===== src/sv/u8sd_pkg.sv =====
// Package: item types and status codes for the UTF-8 stream decoder.
`timescale 1ns / 1ps
`default_nettype none

package u8sd_pkg;

    localparam int CP_W  = 21;
    localparam int LEN_W = 3;

    localparam logic [1:0] ST_OK       = 2'd0;
    localparam logic [1:0] ST_BAD_LEAD = 2'd1;
    localparam logic [1:0] ST_BAD_CONT = 2'd2;
    localparam logic [1:0] ST_TRUNC    = 2'd3;

    typedef struct packed {
        logic [7:0] data_byte;
        logic       buffer_end;
    } in_item_t;

    typedef struct packed {
        logic [CP_W-1:0]  code_point;
        logic [1:0]       status;
        logic [LEN_W-1:0] seq_length;
    } out_item_t;

endpackage

`default_nettype wire


===== src/sv/utf8_stream_decoder_core.sv =====
// Top level: UTF-8 byte stream decoder, one byte per item.
//
//   channel | direction | handshake         | payload
//   --------+-----------+-------------------+-------------------------------------
//   s_      | in        | s_valid / s_ready | data_byte, buffer_end
//   m_      | out       | m_valid / m_ready | code_point, status, seq_length
//
// One byte is taken every cycle while s_ready is high; a taken byte waits in the input
// register, then the decode logic updates the state and, when a result is due, loads the result register.
// The decode state (partial value, bytes due, length) updates once per decoded byte.
// Reset clears the state to idle and empties both registers.
// A stalled result holds the input register; s_ready drops only when both are full.
`timescale 1ns / 1ps
`default_nettype none

module utf8_stream_decoder_core (
    input  wire logic                 aclk,
    input  wire logic                 aresetn,
    input  wire logic                 s_valid,
    output logic                      s_ready,
    input  wire u8sd_pkg::in_item_t   s_item,
    output logic                      m_valid,
    input  wire logic                 m_ready,
    output u8sd_pkg::out_item_t       m_item
);
    import u8sd_pkg::*;

    logic             in_valid_reg;
    in_item_t         in_item_reg;
    logic             out_valid_reg;
    out_item_t        out_item_reg;

    logic [CP_W-1:0]  partial_reg,  partial_next;
    logic [1:0]       due_reg,      due_next;
    logic [LEN_W-1:0] len_reg,      len_next;

    logic             out_free;
    logic             advance;
    logic             emit;
    out_item_t        result;
    logic [7:0]       b;
    logic [LEN_W-1:0] len_inc;
    logic [1:0]       due_dec;

    assign out_free = !out_valid_reg || m_ready;
    assign advance  = in_valid_reg && out_free;
    assign s_ready  = !in_valid_reg || out_free;
    assign m_valid  = out_valid_reg;
    assign m_item   = out_item_reg;

    assign b       = in_item_reg.data_byte;
    assign len_inc = len_reg + LEN_W'(1);
    assign due_dec = due_reg - 2'd1;

    always_comb begin
        partial_next      = partial_reg;
        due_next          = due_reg;
        len_next          = len_reg;
        emit              = 1'b0;
        result.code_point = '0;
        result.status     = ST_OK;
        result.seq_length = LEN_W'(1);
        if (due_reg == 2'd0) begin
            if (b inside {[8'h00:8'h7F]}) begin
                emit              = 1'b1;
                result.code_point = CP_W'(b);
            end else if (b inside {[8'hC0:8'hF7]}) begin
                if (in_item_reg.buffer_end) begin
                    emit          = 1'b1;
                    result.status = ST_TRUNC;
                end else begin
                    len_next = LEN_W'(1);
                    if (b inside {[8'hC0:8'hDF]}) begin
                        due_next     = 2'd1;
                        partial_next = CP_W'(b & 8'h1F);
                    end else if (b inside {[8'hE0:8'hEF]}) begin
                        due_next     = 2'd2;
                        partial_next = CP_W'(b & 8'h0F);
                    end else begin
                        due_next     = 2'd3;
                        partial_next = CP_W'(b & 8'h07);
                    end
                end
            end else begin
                emit          = 1'b1;
                result.status = ST_BAD_LEAD;
            end
        end else if (!(b inside {[8'h80:8'hBF]})) begin
            emit              = 1'b1;
            result.status     = ST_BAD_CONT;
            result.seq_length = len_inc;
            partial_next      = '0;
            due_next          = 2'd0;
            len_next          = '0;
        end else begin
            partial_next = {partial_reg[CP_W-7:0], b[5:0]};
            due_next     = due_dec;
            len_next     = len_inc;
            if (due_dec == 2'd0) begin
                emit              = 1'b1;
                result.code_point = {partial_reg[CP_W-7:0], b[5:0]};
                result.seq_length = len_inc;
            end else if (in_item_reg.buffer_end) begin
                emit              = 1'b1;
                result.status     = ST_TRUNC;
                result.seq_length = len_inc;
            end
            if (emit) begin
                partial_next = '0;
                due_next     = 2'd0;
                len_next     = '0;
            end
        end
    end

    always_ff @(posedge aclk) begin
        if (!aresetn) begin
            in_valid_reg  <= 1'b0;
            out_valid_reg <= 1'b0;
            partial_reg   <= '0;
            due_reg       <= 2'd0;
            len_reg       <= '0;
        end else begin
            if (s_ready) begin
                in_valid_reg <= s_valid;
            end
            if (advance) begin
                partial_reg <= partial_next;
                due_reg     <= due_next;
                len_reg     <= len_next;
            end
            if (out_free) begin
                out_valid_reg <= advance && emit;
            end
        end
    end

    always_ff @(posedge aclk) begin
        if (s_ready && s_valid) begin
            in_item_reg <= s_item;
        end
        if (advance && emit) begin
            out_item_reg <= result;
        end
    end

endmodule

`default_nettype wire


===== config.mk =====
export PLATFORM = sky130hd
export DESIGN_NAME = utf8_stream_decoder_core
export DESIGN_NICKNAME = d
export VERILOG_FILES = /design/src/sv/u8sd_pkg.sv /design/src/sv/utf8_stream_decoder_core.sv
export SDC_FILE = /design/constraint.sdc
export NUM_CORES = 1
export LEC_CHECK = 0
export ABC_AREA = 1
export BUFFER_PORTS_ARGS = -buffer_cell sky130_fd_sc_hd__buf_4
export CORE_MARGIN = 2
export CORE_UTILIZATION = 23
export DETAILED_ROUTE_END_ITERATION = 8
export SYNTH_ARGS = -nofsm -noshare
export SYNTH_HDL_FRONTEND = slang
export SYNTH_SLANG_ARGS = --single-unit

===== constraint.sdc =====
create_clock -name aclk -period 2.2 [get_ports aclk]
set_clock_uncertainty 0.15 [all_clocks]
set_input_delay 0.44 -clock aclk [delete_from_list [all_inputs] [get_ports aclk]]
set_output_delay 0.44 -clock aclk [all_outputs]
set_load 0.005 [all_outputs]

After elaboration in Yosys (flattened, before gate mapping):

Index checks and enable logic that the tools add are counted.

* memory bits (writable): 0
* memories: 0
* input port bits: 13
* bits in latches: 0
* register bits: 57
* ROM bits: 0

* add/sub/neg operators: 2
* magnitude comparators: 9
* equality and inequality tests: 3
* bitwise operators: 0
* reductions and logical operators: 15
* multiply operators: 0
* shift operators: 0
* muxes and demuxes: 41
* div/mod/pow operators: 0

Operators with widths (number)
* 2-to-1 mux 15 bit: 6
* 2-to-1 mux 21 bit: 2
* less-or-equal comparator 8 bit, second input constant: 4
* >= comparator 8 bit, second input constant: 3
* 2-to-1 mux 23 bit: 1
* 2-to-1 mux 2 bit: 11
* 2-to-1 mux 3 bit: 7
* 2-to-1 mux 5 bit: 3
* 2-to-1 mux 1 bit: 9
* >= comparator 8 x 1 -> 1 bit, second input constant: 1
* less-or-equal comparator 8 x 7 -> 1 bit, second input constant: 1
* logical AND 1 bit: 8
* 2-to-1 mux 8 bit: 1
* zero test 2 bit: 2
* 2-to-1 mux 4 bit: 1
* != test 2 bit, second input constant: 2
* AND reduction 4 bit: 1
* adder 3 x 1 -> 3 bit, second input constant: 1
* zero test 1 bit: 2
* logical OR 1 bit: 2
* != test 2 x 1 -> 1 bit, second input constant: 1
* subtractor 2 x 1 -> 2 bit, second input constant: 1

Depth between registers and ports, before layout:

* word-level depth: 8
* gate-level depth with buffers: 10

Worst setup path before layout:

No wires, ideal clock.

* path type: register to register
* from: register due_reg[0]
* to: register out_item_reg (netlist bit m_item[0]), enable pin
* arrival: 1.547 ns
* setup time: 0.381 ns
* period minus slack after synthesis: 2.077 ns
* slack: 0.123 ns
* stages on the path, launching flop included: 8
* required time: 1.669 ns
* cell sequence: dfxtp_1 -> inv_1 -> ha_1 -> nor2_4 -> nand2_2 -> buf_6 -> nand3_1 -> inv_1

* word-level cells in the longest chain between the ends: 8
* elaborated cells on any way between the ends: 9

RTL lines
* start: declaration: RTL line utf8_stream_decoder_core.sv:34 `logic [1:0] due_reg, due_next;`
* start signal: assignment: RTL line utf8_stream_decoder_core.sv:129 `due_reg <= due_next;`
* subtractor 2 x 1 -> 2 bit: RTL line utf8_stream_decoder_core.sv:53 `assign due_dec = due_reg - 2'd1;`
* zero test 2 bit: RTL line utf8_stream_decoder_core.sv:99 `if (due_dec == 2'd0) begin`
* 2-to-1 mux 1 bit: RTL line utf8_stream_decoder_core.sv:99
* 2-to-1 mux 1 bit: RTL line utf8_stream_decoder_core.sv:88 `end else if (!(b inside {[8'h80:8'hBF]})) begin`
* 2-to-1 mux 1 bit: RTL line utf8_stream_decoder_core.sv:63 `if (due_reg == 2'd0) begin`
* 2-to-1 mux 1 bit: RTL line utf8_stream_decoder_core.sv:88
* 2-to-1 mux 1 bit *: RTL line utf8_stream_decoder_core.sv:63
* logical AND 1 bit *: RTL line utf8_stream_decoder_core.sv:142 `if (advance && emit) begin`
* end signal: assignment: RTL line utf8_stream_decoder_core.sv:143 `out_item_reg <= result;`
* end: declaration: RTL line utf8_stream_decoder_core.sv:31 `out_item_t out_item_reg;`

Every way passes the cells marked *; elsewhere a longest branch is shown, timed or not. The select of a mux whose other input is x is not followed.
A chain may end at the register's enable or synchronous reset.

Final worst setup path:

* from: register due_reg[0]
* to: register partial_reg[6]

* word-level cells in the longest chain between the ends: 8
* elaborated cells on any way between the ends: 13

RTL lines
* subtractor 2 x 1 -> 2 bit: RTL line utf8_stream_decoder_core.sv:53
* zero test 2 bit: RTL line utf8_stream_decoder_core.sv:99
* 2-to-1 mux 1 bit: RTL line utf8_stream_decoder_core.sv:99
* 2-to-1 mux 1 bit: RTL line utf8_stream_decoder_core.sv:88
* 2-to-1 mux 1 bit: RTL line utf8_stream_decoder_core.sv:63
* 2-to-1 mux 15 bit: RTL line utf8_stream_decoder_core.sv:108 `if (emit) begin`
* 2-to-1 mux 15 bit: RTL line utf8_stream_decoder_core.sv:88
* 2-to-1 mux 15 bit: RTL line utf8_stream_decoder_core.sv:63
* end signal: assignment: RTL line utf8_stream_decoder_core.sv:128 `partial_reg <= partial_next;`
* end: declaration: RTL line utf8_stream_decoder_core.sv:33 `logic [CP_W-1:0] partial_reg, partial_next;`

Several ways; a longest one is shown, not always the timed one. The select of a mux whose other input is x is not followed.

==> flow_metrics.tcl <==
set metrics [dict create \
    drt-total-wl_um 4980 \
    final_core_util 0.302 \
    start_util 0.236 \
    viasPerCell 4.02 \
    die-area_um2 11400 \
    core_area_um2 10300 \
    htree_levels 3 \
    cts.sinks 57 \
    setup_tns_ns 0 \
    p_total_w 0.00253 \
    nFillCells 1091 \
    pin_count 41 \
    firstDrtPassIters 4 \
    yosys_warnings 0 \
    worstReg2RegStart "due_reg[0]$_SDFFE_PN0P_" \
    seq_area_frac_synth 0.615 \
    maxSlewViolCount 0 \
    cts_setup_buffers 0 \
    worstSetupStartpoint "due_reg[0]$_SDFFE_PN0P_" \
    finalWeightedCongestion 0.870 \
    r2r_end "partial_reg[6]$_SDFFE_PN0P_" \
    reg2reg_depth 10 \
    synth_nets 266 \
    min_period_over_period 0.916 \
    grt_pass1_wl_um 8420 \
    p_leak_nw 1.16 \
    clock_latency_ns 0.33 \
    synth_adder_area_share 0.0155 \
    required_ns 2.26 \
    synth_mux_area_frac 0 \
    r2r_slack_ns 0.19 \
    die_height_um 107 \
    tightest_slew_ns 0.508 \
    drive_above_1_share 0.251 \
    start_kind "register" \
    crit_path_top_delay_cell "ha_1" \
    synth_compound_area_frac 0.0707 \
    synth_top_family_by_area "simple AND/OR/NAND/NOR gates" \
    postRouteAntennaNets 0 \
    setup_violations 0 \
    cts_buffers 9 \
    drtIter0Drc 94 \
    cp_num_buf_inv 3 \
    max-clock-path-buffers 2 \
    synthCells 250 \
    ir_drop_uv 297 \
    grt_antenna_before_repair 0 \
    synth-simple-area-share 0.209 \
    rows 37 \
    final_cell_mix "nor2_1 (60), buf_4 (43), edfxtp_1 (35), inv_1 (33)" \
    die_x_um 107 \
    overflow 0 \
    areaGrowthSynthToFinish_pct 27.7 \
    grt_max_degree 27 \
    fin_crit_ns 2.01 \
    synthXorXnorAreaFrac 0.00361 \
    timing.fmax_ghz 0.496 \
    syn-mean-instance-area_um2 9.70 \
    path_depth 10 \
    endpoint_kind "register" \
    cts-root-buf "clkbuf_8" \
    critPathTopFamily "simple AND/OR/NAND/NOR gates" \
    num_antenna_cells 0 \
    grt_setup_unrepaired "false" \
    post_cts_resized 0 \
    slew_headroom 0.661 \
    outcome "complete, no violations" \
    endpoint "partial_reg[6]$_SDFFE_PN0P_" \
    crit_path_max_incr_delay_ns 0.38 \
    final_common_cell "nor2_1" \
    clk_pin_slew_ns 0.06 \
    layout.nets 314 \
    grtUsageTotal 0.0963 \
    power.density_nw_per_um2 818 \
    wire_per_inst_um 11.3 \
    cap_viol_max_count 0 \
    cp_cell_sequence "inv_1, ha_1, nand2_2, inv_1, nor2_1, nand2_2, inv_2, nand2_1, o21ai_0, nor2_1" \
    drc 0 \
    worst-endpoint-arrival_ns 2.08 \
    dp_hpwl_um 3560 \
    multi_input_area_um2 724 \
    portBuffers 40 \
    grt_pass1_vias 1854 \
    crit_fanout 19 \
    largest_reg_flops 26 \
    worst_hold_path_type "in -> reg" \
    seqCellArea_um2 1490 \
    ys_ff_latch 57 \
    cts_hold_buf 0 \
    synth_cell_type_count 27 \
    tritoncts "yes" \
    hp-start "s_item[3]" \
    hold_viol_final 0 \
    critPathKind "reg -> reg" \
    vias 1763 \
    netlist_area_um2 2430 \
]
how the worst min path moves through the flow:
| stage | endpoint | cells after the start |
|---|---|---|
| 5_1_grt | b[2]$_DFFE_PP_ | 1 |
| 3_5_place_dp | partial_reg[2]$_SDFFE_PN0P_ | 2 |
| 3_3_place_gp | partial_reg[1]$_SDFFE_PN0P_ | 2 |
| 6_report | b[2]$_DFFE_PP_ | 1 |
| 4_1_cts | b[2]$_DFFE_PP_ | 1 |
| 2_1_floorplan | partial_reg[1]$_SDFFE_PN0P_ | 2 |
cell usage after synthesis:
cell | count | area (µm²)
dfxtp_1 | 22 | 440
a21oi_1 | 10 | 50.1
nor2_1 | 60 | 225
nor2_4 | 1 | 11.3
inv_2 | 1 | 3.75
nor2_2 | 1 | 6.26
nand4_1 | 4 | 25.0
clkinv_1 | 1 | 3.75
nand2_2 | 12 | 75.1
nand2_1 | 22 | 82.6
clkbuf_1 | 1 | 3.75
inv_1 | 33 | 124
edfxtp_1 | 35 | 1050
nand3_1 | 9 | 45.0
nand3b_1 | 2 | 15.0
xor2_1 | 1 | 8.76
buf_6 | 4 | 45.0
a21boi_0 | 1 | 7.51
ha_1 | 3 | 37.5
nand3_2 | 1 | 10.0
o21ai_0 | 17 | 85.1
o221ai_1 | 1 | 8.76
o21ai_1 | 4 | 20.0
buf_12 | 1 | 20.0
clkinv_2 | 1 | 5.00
nand2_4 | 1 | 11.3
buf_2 | 1 | 5.00
logic make-up after synthesis:
family	count (synthesis)
fa+ha+maj	3
xor+xnor	1
simple gates	113
flops	57
compound gates	33
buf+inv	43
worst reg2reg max path, stage by stage, from the launching register on:
cell and delay (ns):
dfxtp_1 0.37, inv_1 0.07, ha_1 0.38, nand2_2 0.15
inv_1 0.05, nor2_1 0.12, nand2_2 0.13, inv_2 0.27
nand2_1 0.08, o21ai_0 0.08, nor2_1 0.06
per-layer routing:
layer | up-vias | part of all wire | track usage
li1 | 903 | - | -
met1 | 810 | 0.46 | 0.115
met2 | 44 | 0.46 | 0.149
met3 | 6 | 0.058 | 0.0383
met4 | 0 | 0.015 | 0.0501
met5 | - | 0 | 0
through the flow:
step | setup WS [ns] | hold WS, ns | cells | area, µm²
after global placement | 0.275 | 0.315 | 423 | 2870
after global routing | 0.0417 | 0.106 | 439 | 3100
after CTS | 0.193 | 0.110 | 439 | 3100
after floorplan | 0.123 | 0.299 | 250 | 2430
after detailed placement | 0.210 | 0.316 | 423 | 2870
final | 0.186 | 0.128 | 439 | 3100
report_power, final:
group | switching [W] | total, W | leakage [nW] | internal, W
Sequential | 0.0000232 | 0.00120 | 0.505 | 0.00118
Clock | 0.000407 | 0.00115 | 0.114 | 0.000746
Combinational | 0.0000990 | 0.000177 | 0.542 | 0.0000776
final cells by class:
| cell class | count | area share |
|---|---|---|
| tap | 136 | 0.0549 |
| inverter | 36 | 0.0440 |
| clock inverter | 6 | 0.0343 |
| multi-input combinational | 150 | 0.234 |
| sequential | 57 | 0.481 |
| clock buffer | 10 | 0.0412 |
| timing repair buffer | 44 | 0.111 |
Power figures use the tool's default switching activity.
